==> src/hw/rtl/mskh_pkg.sv <==
// ----------------------------------------------------------------------------
// mskh_pkg
// Shared types and constants for the multi-string key hash block.
// ----------------------------------------------------------------------------
package mskh_pkg;

  localparam int TS_W     = 31;
  localparam int CFG_W    = 31;
  localparam int CFG_IDX_W = 2;

  localparam logic [CFG_IDX_W-1:0] REG_TABLE_SIZE      = 2'd0;
  localparam logic [CFG_IDX_W-1:0] REG_CHARS_SIGNED    = 2'd1;
  localparam logic [CFG_IDX_W-1:0] REG_BIG_ENDIAN_PACK = 2'd2;

  localparam logic [TS_W-1:0] TABLE_SIZE_RESET = 31'd1024;
  localparam logic            CHARS_SIGNED_RESET = 1'b1;
  localparam logic            BIG_ENDIAN_RESET   = 1'b0;

  // sum * (1 + 2^3 + 2^5 + 2^19) as shifts
  localparam int SHIFT_A = 3;
  localparam int SHIFT_B = 5;
  localparam int SHIFT_C = 19;

  localparam int DIV_STEPS = 32;
  localparam int DIV_CNT_W = 5;

  typedef enum logic [1:0] {
    ST_IDLE,
    ST_ABS,
    ST_DIVIDE,
    ST_HOLD
  } state_t;

  typedef struct packed {
    logic in_ready;
    logic accept;
    logic key_end;
    logic abs_load;
    logic div_step;
    logic out_load;
  } cmd_t;

  typedef struct packed {
    logic zero_last;
    logic div_last;
    logic out_full;
  } status_t;

endpackage

==> src/hw/rtl/mskh_ctrl.sv <==
// ----------------------------------------------------------------------------
// mskh_ctrl
// Sequencer: key accumulation, magnitude, bit-serial remainder, result hold.
// ----------------------------------------------------------------------------
module mskh_ctrl (
  input  logic              clk,
  input  logic              rst,
  input  logic              s_tvalid,
  input  logic              m_tready,
  input  mskh_pkg::status_t status,
  output mskh_pkg::cmd_t    cmd
);

  mskh_pkg::state_t state;
  mskh_pkg::state_t state_next;

  always_ff @(posedge clk) begin
    if (rst) begin
      state <= mskh_pkg::ST_IDLE;
    end else begin
      state <= state_next;
    end
  end

  always_comb begin
    state_next = state;
    cmd        = '0;
    case (state)
      mskh_pkg::ST_IDLE: begin
        cmd.in_ready = 1'b1;
        cmd.accept   = s_tvalid;
        if (s_tvalid && status.zero_last) begin
          cmd.key_end = 1'b1;
          state_next  = mskh_pkg::ST_ABS;
        end
      end
      mskh_pkg::ST_ABS: begin
        cmd.abs_load = 1'b1;
        state_next   = mskh_pkg::ST_DIVIDE;
      end
      mskh_pkg::ST_DIVIDE: begin
        cmd.div_step = 1'b1;
        if (status.div_last) begin
          state_next = mskh_pkg::ST_HOLD;
        end
      end
      mskh_pkg::ST_HOLD: begin
        if (!status.out_full || m_tready) begin
          cmd.out_load = 1'b1;
          state_next   = mskh_pkg::ST_IDLE;
        end
      end
      default: begin
        state_next = mskh_pkg::ST_IDLE;
      end
    endcase
  end

endmodule

==> src/hw/rtl/mskh_dp.sv <==
// ----------------------------------------------------------------------------
// mskh_dp
// Datapath: config registers, key accumulators, hash word, divider, output.
// ----------------------------------------------------------------------------
module mskh_dp #(
  parameter int MAX_STRINGS = 4
) (
  input  logic                          clk,
  input  logic                          rst,
  input  logic                          cfg_we,
  input  logic [mskh_pkg::CFG_IDX_W-1:0] cfg_index,
  input  logic [mskh_pkg::CFG_W-1:0]    cfg_data,
  input  logic [7:0]                    char_byte,
  input  logic                          end_of_key,
  input  mskh_pkg::cmd_t                cmd,
  output mskh_pkg::status_t             status,
  output logic [mskh_pkg::TS_W-1:0]     bucket_index,
  output logic                          too_many_strings,
  output logic                          out_valid,
  input  logic                          out_ready
);

  localparam int CNT_W = $clog2(MAX_STRINGS + 1);
  localparam int IDX_W = (MAX_STRINGS > 1) ? $clog2(MAX_STRINGS) : 1;
  localparam logic [CNT_W-1:0] CNT_MAX = CNT_W'(MAX_STRINGS);

  logic [mskh_pkg::TS_W-1:0] table_size;
  logic                      chars_signed;
  logic                      big_endian_pack;

  logic [31:0]      char_sum;
  logic [7:0]       string_xor [MAX_STRINGS];
  logic [CNT_W-1:0] strings_done;
  logic             overflow_seen;

  logic [31:0]                 hash;
  logic                        ovf_hold;
  logic [31:0]                 mag;
  logic [mskh_pkg::TS_W-1:0]   rem;
  logic [mskh_pkg::DIV_CNT_W-1:0] div_cnt;

  logic             is_zero;
  logic [31:0]      char_ext;
  logic [CNT_W-1:0] n_final;
  logic             ovf_final;
  logic [31:0]      word;
  logic [31:0]      sum_mul;
  logic [31:0]      hash_next;
  logic [31:0]      rem_sh;
  logic             rem_ge;

  assign is_zero  = (char_byte == 8'd0);
  assign char_ext = (chars_signed && char_byte[7]) ? {24'hFF_FFFF, char_byte}
                                                   : {24'd0, char_byte};

  always_ff @(posedge clk) begin
    if (rst) begin
      table_size      <= mskh_pkg::TABLE_SIZE_RESET;
      chars_signed    <= mskh_pkg::CHARS_SIGNED_RESET;
      big_endian_pack <= mskh_pkg::BIG_ENDIAN_RESET;
    end else if (cfg_we) begin
      case (cfg_index)
        mskh_pkg::REG_TABLE_SIZE:      table_size      <= cfg_data;
        mskh_pkg::REG_CHARS_SIGNED:    chars_signed    <= cfg_data[0];
        mskh_pkg::REG_BIG_ENDIAN_PACK: big_endian_pack <= cfg_data[0];
        default: ;
      endcase
    end
  end

  // string count and overflow as they stand after this zero byte
  always_comb begin
    if (strings_done >= CNT_MAX) begin
      n_final   = strings_done;
      ovf_final = 1'b1;
    end else begin
      n_final   = strings_done + CNT_W'(1);
      ovf_final = overflow_seen;
    end
  end

  always_comb begin
    word = '0;
    for (int k = 0; k < MAX_STRINGS; k++) begin
      if (n_final == CNT_W'(1)) begin
        if (k == 0) begin
          word = word | ({24'd0, string_xor[k]} << (big_endian_pack ? 8 : 16));
        end
      end else if (CNT_W'(k) < n_final) begin
        word = word | ({24'd0, string_xor[k]} << (big_endian_pack ? 8 * k : 8 * (3 - k)));
      end
    end
  end

  assign sum_mul   = char_sum + (char_sum << mskh_pkg::SHIFT_A)
                   + (char_sum << mskh_pkg::SHIFT_B) + (char_sum << mskh_pkg::SHIFT_C);
  assign hash_next = word + sum_mul;

  assign status.zero_last = is_zero && end_of_key;
  assign status.div_last  = (div_cnt == mskh_pkg::DIV_CNT_W'(mskh_pkg::DIV_STEPS - 1));
  assign status.out_full  = out_valid;

  always_ff @(posedge clk) begin
    if (rst) begin
      char_sum      <= '0;
      strings_done  <= '0;
      overflow_seen <= 1'b0;
      for (int k = 0; k < MAX_STRINGS; k++) begin
        string_xor[k] <= '0;
      end
    end else if (cmd.accept) begin
      if (!is_zero) begin
        char_sum <= char_sum + char_ext;
        if (strings_done < CNT_MAX) begin
          string_xor[strings_done[IDX_W-1:0]] <=
            string_xor[strings_done[IDX_W-1:0]] ^ char_byte;
        end
      end else if (end_of_key) begin
        char_sum      <= '0;
        strings_done  <= '0;
        overflow_seen <= 1'b0;
        for (int k = 0; k < MAX_STRINGS; k++) begin
          string_xor[k] <= '0;
        end
      end else begin
        strings_done  <= n_final;
        overflow_seen <= ovf_final;
      end
    end
  end

  always_ff @(posedge clk) begin
    if (cmd.key_end) begin
      hash     <= hash_next;
      ovf_hold <= ovf_final;
    end
  end

  // restoring remainder, one bit a cycle
  assign rem_sh = {rem, mag[31]};
  assign rem_ge = (rem_sh >= {1'b0, table_size});

  always_ff @(posedge clk) begin
    if (cmd.abs_load) begin
      mag     <= hash[31] ? (32'd0 - hash) : hash;
      rem     <= '0;
      div_cnt <= '0;
    end else if (cmd.div_step) begin
      mag     <= mag << 1;
      rem     <= rem_ge ? mskh_pkg::TS_W'(rem_sh - {1'b0, table_size})
                        : rem_sh[mskh_pkg::TS_W-1:0];
      div_cnt <= div_cnt + mskh_pkg::DIV_CNT_W'(1);
    end
  end

  always_ff @(posedge clk) begin
    if (rst) begin
      out_valid <= 1'b0;
    end else if (cmd.out_load) begin
      out_valid <= 1'b1;
    end else if (out_ready) begin
      out_valid <= 1'b0;
    end
  end

  always_ff @(posedge clk) begin
    if (cmd.out_load) begin
      too_many_strings <= ovf_hold;
      bucket_index     <= (ovf_hold || table_size == '0) ? '0 : rem;
    end
  end

endmodule

==> src/hw/rtl/multi_string_key_hash.sv <==
// ----------------------------------------------------------------------------
// multi_string_key_hash
// Hashes a key of one or more zero-terminated strings into a bucket index.
// ----------------------------------------------------------------------------
// usage:
//   slave stream carries one key character per beat in s_tdata; a zero
//   character closes a string and s_tlast on it closes the key
//   a character beat is taken while the block is idle; only the closing zero beat
//   yields a result
//   after the key's last beat the block computes the magnitude, runs a
//   bit-serial remainder unit and then loads the output register once it
//   is free; no input is taken meanwhile
//   the master stream holds the result in an output register; characters of
//   the next key are taken while it waits, a stalled master only holds the
//   block once the next key has finished
//   table_size, chars_signed and big_endian_pack are set by cfg_we writes
//   while the block is idle; the user must keep to this, the block does not enforce it
//   synchronous reset clears the key state and the output valid and loads the
//   register defaults (1024 buckets, signed chars, little-endian packing)
// ----------------------------------------------------------------------------
module multi_string_key_hash #(
  parameter int MAX_STRINGS = 4
) (
  input  logic                           clk,
  input  logic                           rst,
  input  logic                           cfg_we,
  input  logic [mskh_pkg::CFG_IDX_W-1:0] cfg_index,
  input  logic [mskh_pkg::CFG_W-1:0]     cfg_data,
  input  logic                           s_tvalid,
  output logic                           s_tready,
  input  logic [7:0]                     s_tdata,  // char_byte
  input  logic                           s_tlast,  // end_of_key
  output logic                           m_tvalid,
  input  logic                           m_tready,
  output logic [31:0]                    m_tdata,  // bucket_index, zero pad
  output logic [0:0]                     m_tuser   // too_many_strings
);

  mskh_pkg::cmd_t    cmd;
  mskh_pkg::status_t status;

  logic [mskh_pkg::TS_W-1:0] bucket_index;
  logic                      too_many_strings;

  mskh_ctrl u_ctrl (
    .clk      (clk),
    .rst      (rst),
    .s_tvalid (s_tvalid),
    .m_tready (m_tready),
    .status   (status),
    .cmd      (cmd)
  );

  mskh_dp #(
    .MAX_STRINGS (MAX_STRINGS)
  ) u_dp (
    .clk              (clk),
    .rst              (rst),
    .cfg_we           (cfg_we),
    .cfg_index        (cfg_index),
    .cfg_data         (cfg_data),
    .char_byte        (s_tdata),
    .end_of_key       (s_tlast),
    .cmd              (cmd),
    .status           (status),
    .bucket_index     (bucket_index),
    .too_many_strings (too_many_strings),
    .out_valid        (m_tvalid),
    .out_ready        (m_tready)
  );

  assign s_tready = cmd.in_ready;
  assign m_tdata  = {1'b0, bucket_index};
  assign m_tuser  = too_many_strings;

`ifndef SYNTHESIS
  a_ovf_zero: assert property (@(posedge clk) disable iff (rst)
    m_tvalid && m_tuser[0] |-> m_tdata == 32'd0)
    else $error("overflowed key must give bucket zero");

  a_busy_after_key: assert property (@(posedge clk) disable iff (rst)
    cmd.key_end |=> !s_tready)
    else $error("input taken while hashing");

  a_load_valid: assert property (@(posedge clk) disable iff (rst)
    cmd.out_load |=> m_tvalid)
    else $error("loaded result not presented");
`endif

endmodule

==> config.mk <==
export PLATFORM = sky130hd
export DESIGN_NAME = multi_string_key_hash
export DESIGN_NICKNAME = d
export VERILOG_FILES = /design/src/hw/rtl/mskh_pkg.sv /design/src/hw/rtl/mskh_ctrl.sv /design/src/hw/rtl/mskh_dp.sv /design/src/hw/rtl/multi_string_key_hash.sv
export SDC_FILE = /design/constraint.sdc
export NUM_CORES = 1
export LEC_CHECK = 0
export ABC_AREA = 1
export BUFFER_PORTS_ARGS = -buffer_cell sky130_fd_sc_hd__buf_2
export CAP_MARGIN = 20
export CELL_PAD_IN_SITES_DETAIL_PLACEMENT = 2
export CELL_PAD_IN_SITES_GLOBAL_PLACEMENT = 2
export CORE_ASPECT_RATIO = 1.1
export CORE_UTILIZATION = 40
export DETAILED_ROUTE_END_ITERATION = 8
export PLACE_DENSITY = 0.91
export SKIP_LAST_GASP = 1
export SLEW_MARGIN = 20
export SYNTH_ARGS = -nofsm -noshare
export SYNTH_HDL_FRONTEND = slang
export SYNTH_HIERARCHICAL = 1
export SYNTH_SLANG_ARGS = --single-unit
==> constraint.sdc <==
create_clock -name clk -period 12.5 [get_ports clk]
set_input_delay 2.5 -clock clk [delete_from_list [all_inputs] [get_ports clk]]
set_output_delay 2.5 -clock clk [all_outputs]
set_load 0.02 [all_outputs]
# Word level (Yosys, flattened, before mapping)
# Memories as Yosys holds them, arrays and structs flattened. A register that Yosys moved wholly into a read port is not among the register bits.
# Index checks and enable logic that the tools add are counted.
[word_totals]
register_bits = 205
mem_bits_rw = 32
out_inout_bits = 35
wordCells = 131
mem_count = 1
[classes]
n_addsub = 9
n_lt_le_gt_ge = 7
n_eq_ne = 11
n_shift = 5
muxes = 56
bitwise = 8
reduce_logical = 19
[mem_list]
columns = ["memory", "depth", "word_bits", "rd", "rd_ports_with_merged_regs", "wr", "line_no", "source"]
rows = [
  ["u_dp.string_xor", 4, 8, 5, 1, 4, "mskh_dp.sv:32", "logic [7:0] string_xor [MAX_STRINGS];"],
]
[op_table]
columns = ["op", "count"]
rows = [
  ["$mux 32", 14],
  ["$add 32x32->32", 5],
  ["$shl 8x32->32", 4],
  ["$or 32x32->32", 3],
  ["$mux 8", 5],
  ["$ge 32x31->1", 1],
  ["$shl 8x5->32", 1],
  ["$sub 1x32->32 const A", 1],
  ["$logic_not 31->1", 1],
  ["$mux 31", 1],
  ["$sub 31x31->31", 1],
  ["$mux 1", 22],
  ["$mux 5", 4],
  ["$mux 2", 6],
  ["$reduce_and 2->1", 5],
  ["$mux 3", 3],
  ["$logic_not 8->1", 1],
  ["$pmux 2 s4", 1],
  ["$reduce_or 8->1", 1],
  ["$xor 8x8->8", 1],
  ["$eq 2x2->1 const B", 3],
  ["$lt 1x3->1 const A", 2],
  ["$lt 2x3->1 const A", 2],
  ["$add 5x1->5 const B", 1],
  ["15 further kinds", 26],
]

# Longest topological paths before layout
# Gate-level depths: netlist of run 1.
[depth]
depth_word = 15
mapped_depth = 24
ltp_nobuf = 24

# Cells and area by module
# The synthesis of run 1 kept the hierarchy.
[modules_own_cells]
columns = ["module", "instances", "cells_per_inst", "area_each_um2", "seq_area_each_um2"]
rows = [
  ["mskh_dp", 1, 2679, 19178.4, 6035.8],
  ["mskh_ctrl", 1, 31, 220.2, 40.0],
  ["multi_string_key_hash", 1, 2, 11.3, 0.0],
]

# Worst setup path before layout of run 1
# OpenSTA, ideal clock, no wires.
[synth_timing]
path_kind = "input to register"
startpoint = "input s_tdata[0]"
endpoint = "register u_dp.hash[0] (enable)"
setup_ns = 0.423
arrival_ns = 4.301
required_time_ns = 12.077
slack_ns = 7.776
stages = 5
path_buffers = 0
path_cell_list = "nor2_1 > nand4_1 > nor2_1 > inv_1 > nor2_1"
[synth_rtl]
columns = ["element", "line_no", "source"]
rows = [
  ["from (decl)", "multi_string_key_hash.sv:31", "input logic [7:0] s_tdata,"],
  ["to (signal assigned)", "mskh_dp.sv:134", "hash <= hash_next;"],
  ["to (decl)", "mskh_dp.sv:36", "logic [31:0] hash;"],
]

# Final worst setup path of run 1
[layout_timing]
startpoint = "register u_dp.strings_done[0]"
endpoint = "register u_dp.hash[26], data pin"
[layout_between]
elab_chain_cells = 15
elab_cells_between_ends = 20
[layout_rtl]
columns = ["element", "line_no", "source"]
rows = [
  ["from (decl)", "mskh_dp.sv:33", "logic [CNT_W-1:0] strings_done;"],
  ["from (signal assigned)", "mskh_dp.sv:126", "strings_done <= n_final;"],
  ["$add 3x1->3 or $ge 3x3->1 (tied branches)", "mskh_dp.sv:77, mskh_dp.sv:73", ""],
  ["$mux 3 (*)", "mskh_dp.sv:73", "if (strings_done >= CNT_MAX) begin"],
  ["$lt 1x3->1", "mskh_dp.sv:89", "end else if (CNT_W'(k) < n_final) begin"],
  ["$mux 32", "mskh_dp.sv:89", ""],
  ["$mux 32", "mskh_dp.sv:85", "if (n_final == CNT_W'(1)) begin"],
  ["$or 32x32->32", "mskh_dp.sv:90", "word = word | ({24'd0, string_xor[k]} << (big_endian_pack ? 8 * k : 8 * (3 - k)));"],
  ["$mux 32", "mskh_dp.sv:89", ""],
  ["$mux 32", "mskh_dp.sv:85", ""],
  ["$or 32x32->32", "mskh_dp.sv:90", ""],
  ["$mux 32", "mskh_dp.sv:89", ""],
  ["$mux 32", "mskh_dp.sv:85", ""],
  ["$or 32x32->32", "mskh_dp.sv:90", ""],
  ["$mux 32", "mskh_dp.sv:89", ""],
  ["$mux 32 (*)", "mskh_dp.sv:85", ""],
  ["$add 32x32->32 (*)", "mskh_dp.sv:97", "assign hash_next = word + sum_mul;"],
  ["net u_dp.hash_next[26]", "mskh_dp.sv:48", "logic [31:0] hash_next;"],
]
# The timed path passes the listed nets; every way through them passes the cells marked *.
# A chain may end at the register's enable or synchronous reset.

==> metrics.yaml, run 1 <==
clock_tree:
  path_clk_slew_ps: 70
  cts_tree: "yes"
  clock_path_buffers: 3
  post_cts_buffers: 0
  h-tree-depth: 1
  clock-sinks: 239
  cts_resized: 0
  clk_latency_ps: 610
  cts-root-buf: "clkbuf_16"
  hold_buffers: 0
  cts_made_buffers: 30
power_and_ir_drop:
  intPower_uw: 2667
  swShare: 0.5204
  switching_power_uw: 2894
  power.leakage_uw: 0.01046
  ir_worst_vdd_mv: 0.1284
  power_frac_clock: 0.166
  total_power_uw: 5561
  seqPwrFrac: 0.227
  power_density_nw_per_um2: 258.6
  combPwrFrac: 0.607
synth:
  yosysSeqAreaShare: 0.3130
  synth_area_leader_cell: "edfxtp_1"
  synth-seq-cells: 239
  synth_edf_count: 129
  synth_area_leaders: "edfxtp_1, nand2_1, dfxtp_1"
  synth_top_area_frac: 0.1996
  synth_flop_cell: "edfxtp_1"
  synth_cell_type_count: 58
  yosysWarnings: 6
  syn_inst: 2712
  synth_area_per_cell_um2: 7.157
  async_reset_ff_frac: 0
  synthesis.nets: 2953
  syn-cell-area_um2: 19410
detailed_routing:
  first_pass_iters: 5
  ant_nets: 0
  drcViolationCount: 0
  avgViaCountPerCell: 5.640
  wl_mm: 86.33
  wl_per_cell_um: 25.07
  drt_iter0_drc: 1241
  num_vias: 19430
job:
  maxCapViolCount: 0
sta:
  clock.fmax_mhz: 179.7
  worstMarginPinSlew_ps: 1146
  slew_headroom: 0.2359
  period_needed_ps: 5566
  finalSetupViolations: 0
  drv_slew: 0
  hold_viol: 0
  period_share: 0.4453
  clock_skew_ps: 26.93
  layout_setup_ws_ps: 6934
  fin_tns_setup_ps: 0
  rsz0062_at_grt: "false"
floorplan:
  die_area_um2: 49410
  die_x_um: 212.0
  core_region_area_um2: 47820
  initial_utilization: 0.4059
  rows: 84
  ios: 82
  die_h_um: 233.0
grt:
  antenna_found_initial: 1
  grt_pass1_vias: 22010
  overflow: 0
  grt_max_degree: 60
  grt_pass1_wl_mm: 132.0
  grt_usage: 0.3535
cells_and_area:
  fin_cells: 3444
  multiInputGateArea_um2: 11330
  final_common_cell: "nand2_1"
  finish.utilization: 0.4497
  final_cell_mix: "nand2_1, inv_1, nor2_1, nand3_1, a21oi_1"
  fin_nets: 3015
  syn_to_final_growth_pct: 10.80
  drive_gt1_frac: 0.08506
  fillers: 5567
  layout.area.seq_um2: 6076
setup_path:
  endpoint_kind: "flop"
  crit_arrival_ps: 5920
  critPathMaxFanout: 17
  path_cells: "inv_1, ha_1, inv_1, nand2_1, clkinv_1, a21oi_1, fa_1, inv_1, fa_1, inv_1, ha_1, ha_1, a21oi_1, o21ai_0, nor2_1, o21ai_0, nand2_1, nand3_1, xor2_1"
  crit_type: "reg -> reg"
  start_kind: "flop"
  slowest_stage: "clkinv_1"
  required_ps: 12850
  path_common_cell: "inv_1"
  max_stage_delay_ps: 570
outcome:
  status: "completed"
place:
  dp_hpwl_mm: 64.91
  place_congestion: 0.9323
  port_buffers: 80
  dpl_worst_slack_ps: 6930
  dp.cells: 3386
worst_hold_path:
  hold_path_class: "reg -> reg"
area by class of cell:
cell class / instances / share of cell area
Timing Repair Buffer: 96 / 0.02513
Inverter: 456 / 0.08023
Sequential cell: 239 / 0.2825
Clock inverter: 19 / 0.009425
Antenna cell: 1 / 0.0001164
Clock buffer: 37 / 0.03805
Multi-Input combinational cell: 1951 / 0.5270
Tap cell: 645 / 0.03753
registers in the layout, indices dropped and copies added (netlist names), 2 cells and up, named ones only:
name and cells:
u_ctrl/state 2, u_dp/table_size 31, u_dp/string_xor 32, u_dp/char_sum 32
u_dp/rem 31, u_dp/div_cnt 5, u_dp/strings_done 3, u_dp/mag 32
u_dp/hash 32, u_dp/bucket_index 31
metrics by stage:
step | hold slack, ps | cell area, um^2
after CTS | 487.6 | 21480
after floorplan | 442.5 | 19410
after global routing | 513.8 | 21500
after detailed placement | 477.7 | 20450
after global placement | 463.7 | 20450
final | 485.9 | 21510
critical path, delay by kind of cell, from the launching register on:
| family | cells | cell delay (ps) |
|---|---|---|
| AOI/OAI and AO/OA | 4 | 1110 |
| xor gates and xnor gates | 1 | 190 |
| adders and majority gates | 5 | 1720 |
| buffers and inverters | 5 | 870 |
| DFF | 1 | 420 |
| and+or+nand+nor | 4 | 990 |
power groups by stage:
stage                     clock (uW)  combinational (uW)  sequential, uW
after floorplan                    0                2210            1200
after detailed placement           0                3210            1270
after CTS                        939                3340            1260
final                            924                3370            1260
after global routing             965                3670            1270
after global placement             0                2930            1250
per-layer routing:
metal  track usage  wire [um]  up-vias
met5             0          0        -
met3       0.05318       3586      292
met4        0.2459       6615        0
li1              -          -     8833
met1        0.3681      32250     9725
met2        0.6481      43880      575
synth_stat cells (9+ instances only):
cell type and n:
clkbuf_1 44, o21ai_0 111, nand3_1 192, nand4_1 29, fa_1 69, nand2_2 24, o22ai_1 11, edfxtp_1 129
o21ai_1 16, nand2_1 733, buf_2 12, nor2_1 218, or2_2 17, and2_1 9, nor3_1 65, a21oi_1 153
dfxtp_1 110, nand3_2 17, a31oi_1 11, ha_1 125, inv_1 441, nor4_1 12, xor2_1 42, xnor2_1 34
logic make-up after synthesis:
family,after synthesis,share of synthesized area
simple gates,1337,0.2997
buf+inv,522,0.1050
compound gates,343,0.09598
flops,239,0.3130
fa+ha+maj,194,0.1517
xor+xnor,76,0.03429
other cells,1,0.0001932
worst paths after layout:
check,to,slack (ps),depth (start not counted),from
setup reg to reg,u_dp/hash[26],6930,19,u_dp/strings_done[0]
setup / recovery,u_dp/hash[26],6930,19,u_dp/strings_done[0]
hold reg to reg,u_dp/rem[20],490,2,u_dp/rem[20]
hold / removal,u_dp/rem[20],490,2,u_dp/rem[20]
No activity file was read; power rests on OpenSTA's default activity.
==> run 2, diff against run 1 <==
--- a/config.mk
+++ b/config.mk
@@ -11,9 +11,9 @@
 export CELL_PAD_IN_SITES_DETAIL_PLACEMENT = 2
 export CELL_PAD_IN_SITES_GLOBAL_PLACEMENT = 2
 export CORE_ASPECT_RATIO = 1.1
-export CORE_UTILIZATION = 40
+export CORE_UTILIZATION = 37
 export DETAILED_ROUTE_END_ITERATION = 8
-export PLACE_DENSITY = 0.91
+export PLACE_DENSITY = 0.85
 export SKIP_LAST_GASP = 1
 export SLEW_MARGIN = 20
 export SYNTH_ARGS = -nofsm -noshare
==> constraint.sdc (replaced) <==
create_clock -name clk -period 5.4 [get_ports clk]
set_input_delay 1.08 -clock clk [delete_from_list [all_inputs] [get_ports clk]]
set_output_delay 1.08 -clock clk [all_outputs]
set_load 0.02 [all_outputs]
==> metrics.yaml, run 2 (synthesized netlist as in run 1, its figures left out) <==
worst_hold_path:
  hold_path_class: "reg -> reg"
detailed_routing:
  num_vias: 18660  # -4.0%
  drcViolationCount: 8  # +8
  first_pass_iters: 9  # +4
  ant_nets: 0  # unchanged
  wl_mm: 77.82  # -9.9%
  drt_iter0_drc: 627  # -49%
  avgViaCountPerCell: 5.361  # -5.0%
  wl_per_cell_um: 22.36  # -11%
grt:
  overflow: 0  # unchanged
  grt-busiest-layer: "met2"
  grt_max_degree: 51  # -15%
  antenna_found_initial: 0  # -1
  grt_use_met2: 0.5727  # -0.07531
  grt_pass1_wl_mm: 120.5  # -8.7%
  grt_pass1_vias: 20970  # -4.7%
  use_met3: 0.02787  # -0.02531
  grt_usage: 0.2936  # -0.05987
  grtUsageMet1: 0.3128  # -0.05539
clock_tree:
  h-tree-depth: 1  # unchanged
  clock-sinks: 239  # unchanged
  cts_tree: "yes"
  path_clk_slew_ps: 60  # about the same
  post_cts_buffers: 0  # unchanged
  cts_resized: 0  # unchanged
  cts-root-buf: "clkbuf_16"
  cts_made_buffers: 31  # +3.3%
  clock_path_buffers: 3  # unchanged
  hold_buffers: 0  # unchanged
  clk_latency_ps: 590  # -20 ps
cells_and_area:
  drive_gt1_frac: 0.08852  # +0.003457
  antenna_cells: 0  # -1
  final_cell_mix: "nand2_1, inv_1, nor2_1, nand3_1, a21oi_1"
  fin_nets: 3029  # +0.46%
  syn_to_final_growth_pct: 11.29
  fillers: 6122  # +10%
  final_cell_area_um2: 21600  # +0.45%
  fin_cells: 3480  # +1.0%
  final_common_cell: "nand2_1"
sta:
  rsz0062_at_grt: "false"
  finalSetupViolations: 0  # unchanged
  hold_viol: 0  # unchanged
  worstMarginPinSlew_ps: 1098  # -47.86 ps
  drv_slew: 0  # unchanged
  clock.fmax_mhz: 211.1  # +17%
  fin_tns_setup_ps: 0  # unchanged
  fin_hold_ws_ps: 484.5  # -1.349 ps
  slew_headroom: 0.2650  # +0.02913
  period_share: 0.8773  # +0.4321
  period_needed_ps: 4738  # -828.3 ps
  clock_skew_ps: 30.20  # +3.266 ps
place:
  port_buffers: 80  # unchanged
  place_congestion: 0.9151  # -1.8%
  dp_hpwl_mm: 62.85  # -3.2%
  dp.cells: 3422  # +1.1%
  place_area_um2: 20620  # +0.81%
setup_path:
  crit_arrival_ps: 5050  # -870 ps
  path_common_cell: "nand2_1"
  cp_top_family: "adder cells"
  crit_type: "reg -> reg"
  critPathMaxFanout: 13  # -4
  required_ps: 5710  # -7140 ps
  slowest_stage: "fa_1"
  max_stage_delay_ps: 470  # -100 ps
  endpoint_kind: "flop"
  path_buf_inv: 3  # -2
  path_cells: "inv_1, ha_1, inv_1, nand2_1, nor2_1, inv_1, o221ai_1, fa_1, ha_1, ha_1, a21oi_1, nor2_1, nor2_1, nand2_1, nand2_1, nand2_1, nand3_1, nand2_1, xor2_1"
  start_kind: "flop"
floorplan:
  die_area_um2: 53380  # +8.0%
  die_h_um: 242.2  # +3.9%
  die_x_um: 220.4  # +3.9%
  ios: 82  # unchanged
  rows: 87  # +3.6%
  core_region_area_um2: 51490  # +7.7%
  initial_utilization: 0.3770  # -0.02891
power_and_ir_drop:
  power.leakage_uw: 0.01052  # +0.55%
  power_density_nw_per_um2: 570.4  # +120%
  ir_worst_vdd_mv: 0.3600  # +180%
outcome:
  violations: "design-rule violations"
  status: "complete, but fails checks"
job:
  maxCapViolCount: 0  # unchanged
==> run 2: cell types whose count changed in the layout (fill, tap and decap cells not counted), sizes merged, moves of 2 or more <==
| cell | before | now |
|---|---|---|
| clkbuf | 37 | 39 |
| clkinvlp | 5 | 3 |
| buf | 96 | 109 |
| clkinv | 17 | 19 |
==> run 2: worst paths after layout <==
path                            cells past startpoint       endpoint  slack, ps            startpoint
worst min register to register                      2   u_dp/rem[24]        480          u_dp/rem[24]
worst max register to register                     19  u_dp/hash[23]        660  u_dp/strings_done[0]
worst min-delay path                                2   u_dp/rem[24]        480          u_dp/rem[24]
worst max-delay path                               19  u_dp/hash[23]        660  u_dp/strings_done[0]
==> run 2: worst min-delay path: cells and delay by family, from the launching register on <==
family	cells	cell delay, ps
DFF	1	330
and+or+nand+nor	2	120
==> run 2: per-layer routing <==
metal  up-vias  routed length [um]
met4         0                3518
li1       8861                   -
met5         -                   0
met1      9353               29780
met2       286               42550
met3       155                1966
==> run 2: metrics by stage <==
step,utilization,setup WS (ps),power (uW)
2_1_floorplan,-,1418,7882
3_3_place_gp,0.3997,1015,9850
3_5_place_dp,0.4005,739.2,10290
4_1_cts,0.4196,655.2,12420
5_1_grt,0.4196,398.8,13310
6_report,0.4196,662.5,12320
==> run 2: final cells by class <==
cell class | instances | area (um^2) | share of cell area
clock buffers | 39 | 825.8 | 0.03823
inverters | 456 | 1725 | 0.07987
multi-input cells | 1951 | 11340 | 0.5249
clock inverters | 19 | 156.4 | 0.007240
repair buffers | 109 | 645.6 | 0.02989
well taps | 667 | 834.6 | 0.03863
flip-flops and latches | 239 | 6076 | 0.2813
==> run 2: power breakdown <==
group / leakage [uW] / internal (uW) / switching, uW
Combinational: 0.00791 / 2450 / 5010
Clock: 0.000479 / 1170 / 853
Sequential: 0.00213 / 2490 / 350
Total: 0.0105 / 6110 / 6210
==> run 3, diff against run 2 <==
--- a/config.mk
+++ b/config.mk
@@ -10,13 +10,12 @@
 export CAP_MARGIN = 20
 export CELL_PAD_IN_SITES_DETAIL_PLACEMENT = 2
 export CELL_PAD_IN_SITES_GLOBAL_PLACEMENT = 2
-export CORE_ASPECT_RATIO = 1.1
 export CORE_UTILIZATION = 37
 export DETAILED_ROUTE_END_ITERATION = 8
-export PLACE_DENSITY = 0.85
+export GPL_TIMING_DRIVEN = 0
+export PLACE_DENSITY = 0.84
 export SKIP_LAST_GASP = 1
 export SLEW_MARGIN = 20
 export SYNTH_ARGS = -nofsm -noshare
 export SYNTH_HDL_FRONTEND = slang
-export SYNTH_HIERARCHICAL = 1
 export SYNTH_SLANG_ARGS = --single-unit
==> metrics.yaml, run 3 <==
power_and_ir_drop:
  power_density_nw_per_um2: 545.7  # -4.3%
  power.leakage_uw: 0.009766  # -7.1%
  ir_worst_vdd_mv: 0.2791  # -22%
  total_power_uw: 11540  # -6.3%
detailed_routing:
  wl_per_cell_um: 22.49  # +0.55%
  wl_mm: 74.79  # -3.9%
  first_pass_iters: 5  # -4
  num_vias: 18290  # -1.9%
  avgViaCountPerCell: 5.500  # +2.6%
  drcViolationCount: 0  # -8
  ant_nets: 0  # unchanged
  drt_iter0_drc: 972  # +55%
clock_tree:
  clk_latency_ps: 600  # about the same
  path_clk_slew_ps: 60  # about the same
  clock_path_buffers: 3  # unchanged
  cts_tree: "yes"
  clock-sinks: 239  # unchanged
  cts-root-buf: "clkbuf_16"
  cts_made_buffers: 30  # -3.2%
  h-tree-depth: 1  # unchanged
sta:
  drv_slew: 0  # unchanged
  fin_tns_setup_ps: 0  # unchanged
  clock_skew_ps: 34.42  # +4.221 ps
  period_needed_ps: 5232  # +494.8 ps
  finalSetupViolations: 0  # unchanged
  period_share: 0.9690  # +0.09163
  clock.fmax_mhz: 191.1  # -9.5%
  hold_viol: 0  # unchanged
  layout_setup_ws_ps: 167.7  # -494.8 ps
  rsz0062_at_grt: "true"
  worstMarginPinSlew_ps: 1037  # -60.89 ps
  slew_headroom: 0.3084  # +0.04337
outcome:
  status: "completed"
synth:
  synth_area_per_cell_um2: 7.398  # +3.4%
  synthesis.nets: 2760  # -6.5%
  synth_cell_type_count: 54  # -6.9%
  synth_area_leaders: "edfxtp_1, dfxtp_1, nand2_1"
  synth_top_area_frac: 0.2079  # +0.008280
  syn_inst: 2519  # -7.1%
  syn-cell-area_um2: 18640  # -4.0%
  yosysMostFrequentCell: "nand2_1"
  synth_edf_count: 129  # unchanged
  synth-seq-cells: 239  # unchanged
  async_reset_ff_frac: 0  # unchanged
  yosysSeqAreaShare: 0.3260  # +0.01299
  synth_area_leader_cell: "edfxtp_1"
  synth_flop_cell: "edfxtp_1"
  yosysWarnings: 0  # -6
  synth_commonest_cells: "nand2_1, inv_1, nor2_1"
cells_and_area:
  fin_nets: 2878  # -5.0%
  syn_to_final_growth_pct: 13.47
  final_cell_mix: "nand2_1, inv_1, nor2_1, a21oi_1, nand3_1"
  drive_gt1_frac: 0.07854  # -0.009976
  final_common_cell: "nand2_1"
worst_hold_path:
  hold_path_class: "reg -> reg"
setup_path:
  start_kind: "flop"
  endpoint_kind: "flop"
  critPathMaxFanout: 7  # -6
  crit_arrival_ps: 5550  # +500 ps
  crit_type: "reg -> reg"
  required_ps: 5710  # about the same
place:
  dp_hpwl_mm: 60.78  # -3.3%
  place_congestion: 0.9031  # -1.3%
  port_buffers: 79  # -1.3%
  dpl_worst_slack_ps: -685.4  # -1425 ps
floorplan:
  core_region_area_um2: 49360  # -4.1%
  die_h_um: 226.4  # -6.5%
  initial_utilization: 0.3776  # +0.0006178
  ios: 82  # unchanged
  die_x_um: 226.4  # +2.7%
  rows: 81  # -6.9%
  die_area_um2: 51270  # -4.0%
grt:
  grt_max_degree: 34  # -33%
  overflow: 0  # unchanged
  grt_pass1_wl_mm: 117.3  # -2.7%
  grt_usage: 0.2982  # +0.004635
  antenna_found_initial: 1  # +1
  grt_pass1_vias: 20450  # -2.5%
job:
  maxCapViolCount: 0  # unchanged
[run 3: changes by cell type after synthesis, moves of 24 or more]
cell | before | now
a21oi_1 | 153 | 207
inv_1 | 441 | 339
nand2_1 | 733 | 576
nand3_1 | 192 | 153
nor2_1 | 218 | 268
nor3_1 | 65 | 36
nor3b_1 | 1 | 25
o21ai_0 | 111 | 154
[run 3: final timing paths]
path | startpoint | end | slack [ps] | cells past startpoint
max | u_dp.strings_done[0] | u_dp.hash[29] | 170 | 17
min | u_dp.table_size[4] | u_dp.table_size[4] | 500 | 2
max reg2reg | u_dp.strings_done[0] | u_dp.hash[29] | 170 | 17
min reg2reg | u_dp.table_size[4] | u_dp.table_size[4] | 500 | 2
[run 3: layer usage]
layer	share of wire	GRT usage	wire, um	up-vias
met5	0	0	0	-
met4	0.032	0.09459	2413	0
met3	0.047	0.03706	3499	109
met2	0.47	0.5052	34880	389
met1	0.45	0.3933	34000	9230
li1	-	-	-	8566
[run 3: cells by family (layout without fill, tap and decap cells)]
kind of cell               count (synthesis)  in the layout  synth area share
and+or+nand+nor                         1156           1156            0.2671
AOI/OAI and AO/OA                        444            444            0.1296
buffers and inverters                    411            553           0.08426
DFF                                      239            239            0.3260
adders and majority gates                194            194            0.1580
xor gates and xnor gates                  74             74           0.03478
other                                      1              2         0.0002012
[run 3: metrics by stage]
step	std cells	cell area [um^2]	util	hold slack (ps)
floorplan	2519	18640	-	442.5
global placement	3262	19860	0.4024	476.7
detailed placement	3264	19940	0.4040	488.2
CTS	3323	21030	0.4261	496.6
global route	3325	21150	0.4284	524.4
finish	3326	21150	0.4285	497.3
[run 3: layout make-up]
cell class                 instances  area (um^2)
antenna                            1        2.502
buffer                            66        289.0
clock buffer                      42        889.6
clock inverter                    14        131.4
fill                            5887        28210
inverter                         345         1297
multi-input combinational       1869        11150
sequential                       239         6081
tap                              664        830.8
timing repair buffer              86        480.5
[run 3: what timing repair did]
item                                    in CTS  in global routing
gates resized for setup                     16                 30
gates cloned                                 0                  0
pin swaps                                    3                  4
setup buffers                                3                  2
endpoints found under the setup margin      17                 16
hold buffers                                 0                  0
[run 3: critical path, stage by stage, from the launching register on]
cell	delay [ps]
dfxtp_4	400
ha_2	240
nor2_4	60
buf_4	170
nor2_1	560
a22o_1	410
fa_1	470
fa_1	550
inv_1	60
fa_1	540
inv_1	50
ha_1	360
a21oi_1	250
o21ai_0	180
a211oi_1	290
o21a_1	170
nand2_1	60
xor2_1	130
[run 3: report_power, final]
group / internal, uW / leakage [uW] / switching (uW)
Clock: 1240 / 0.000491 / 852
Sequential: 2510 / 0.00214 / 409
Combinational: 2150 / 0.00714 / 4380
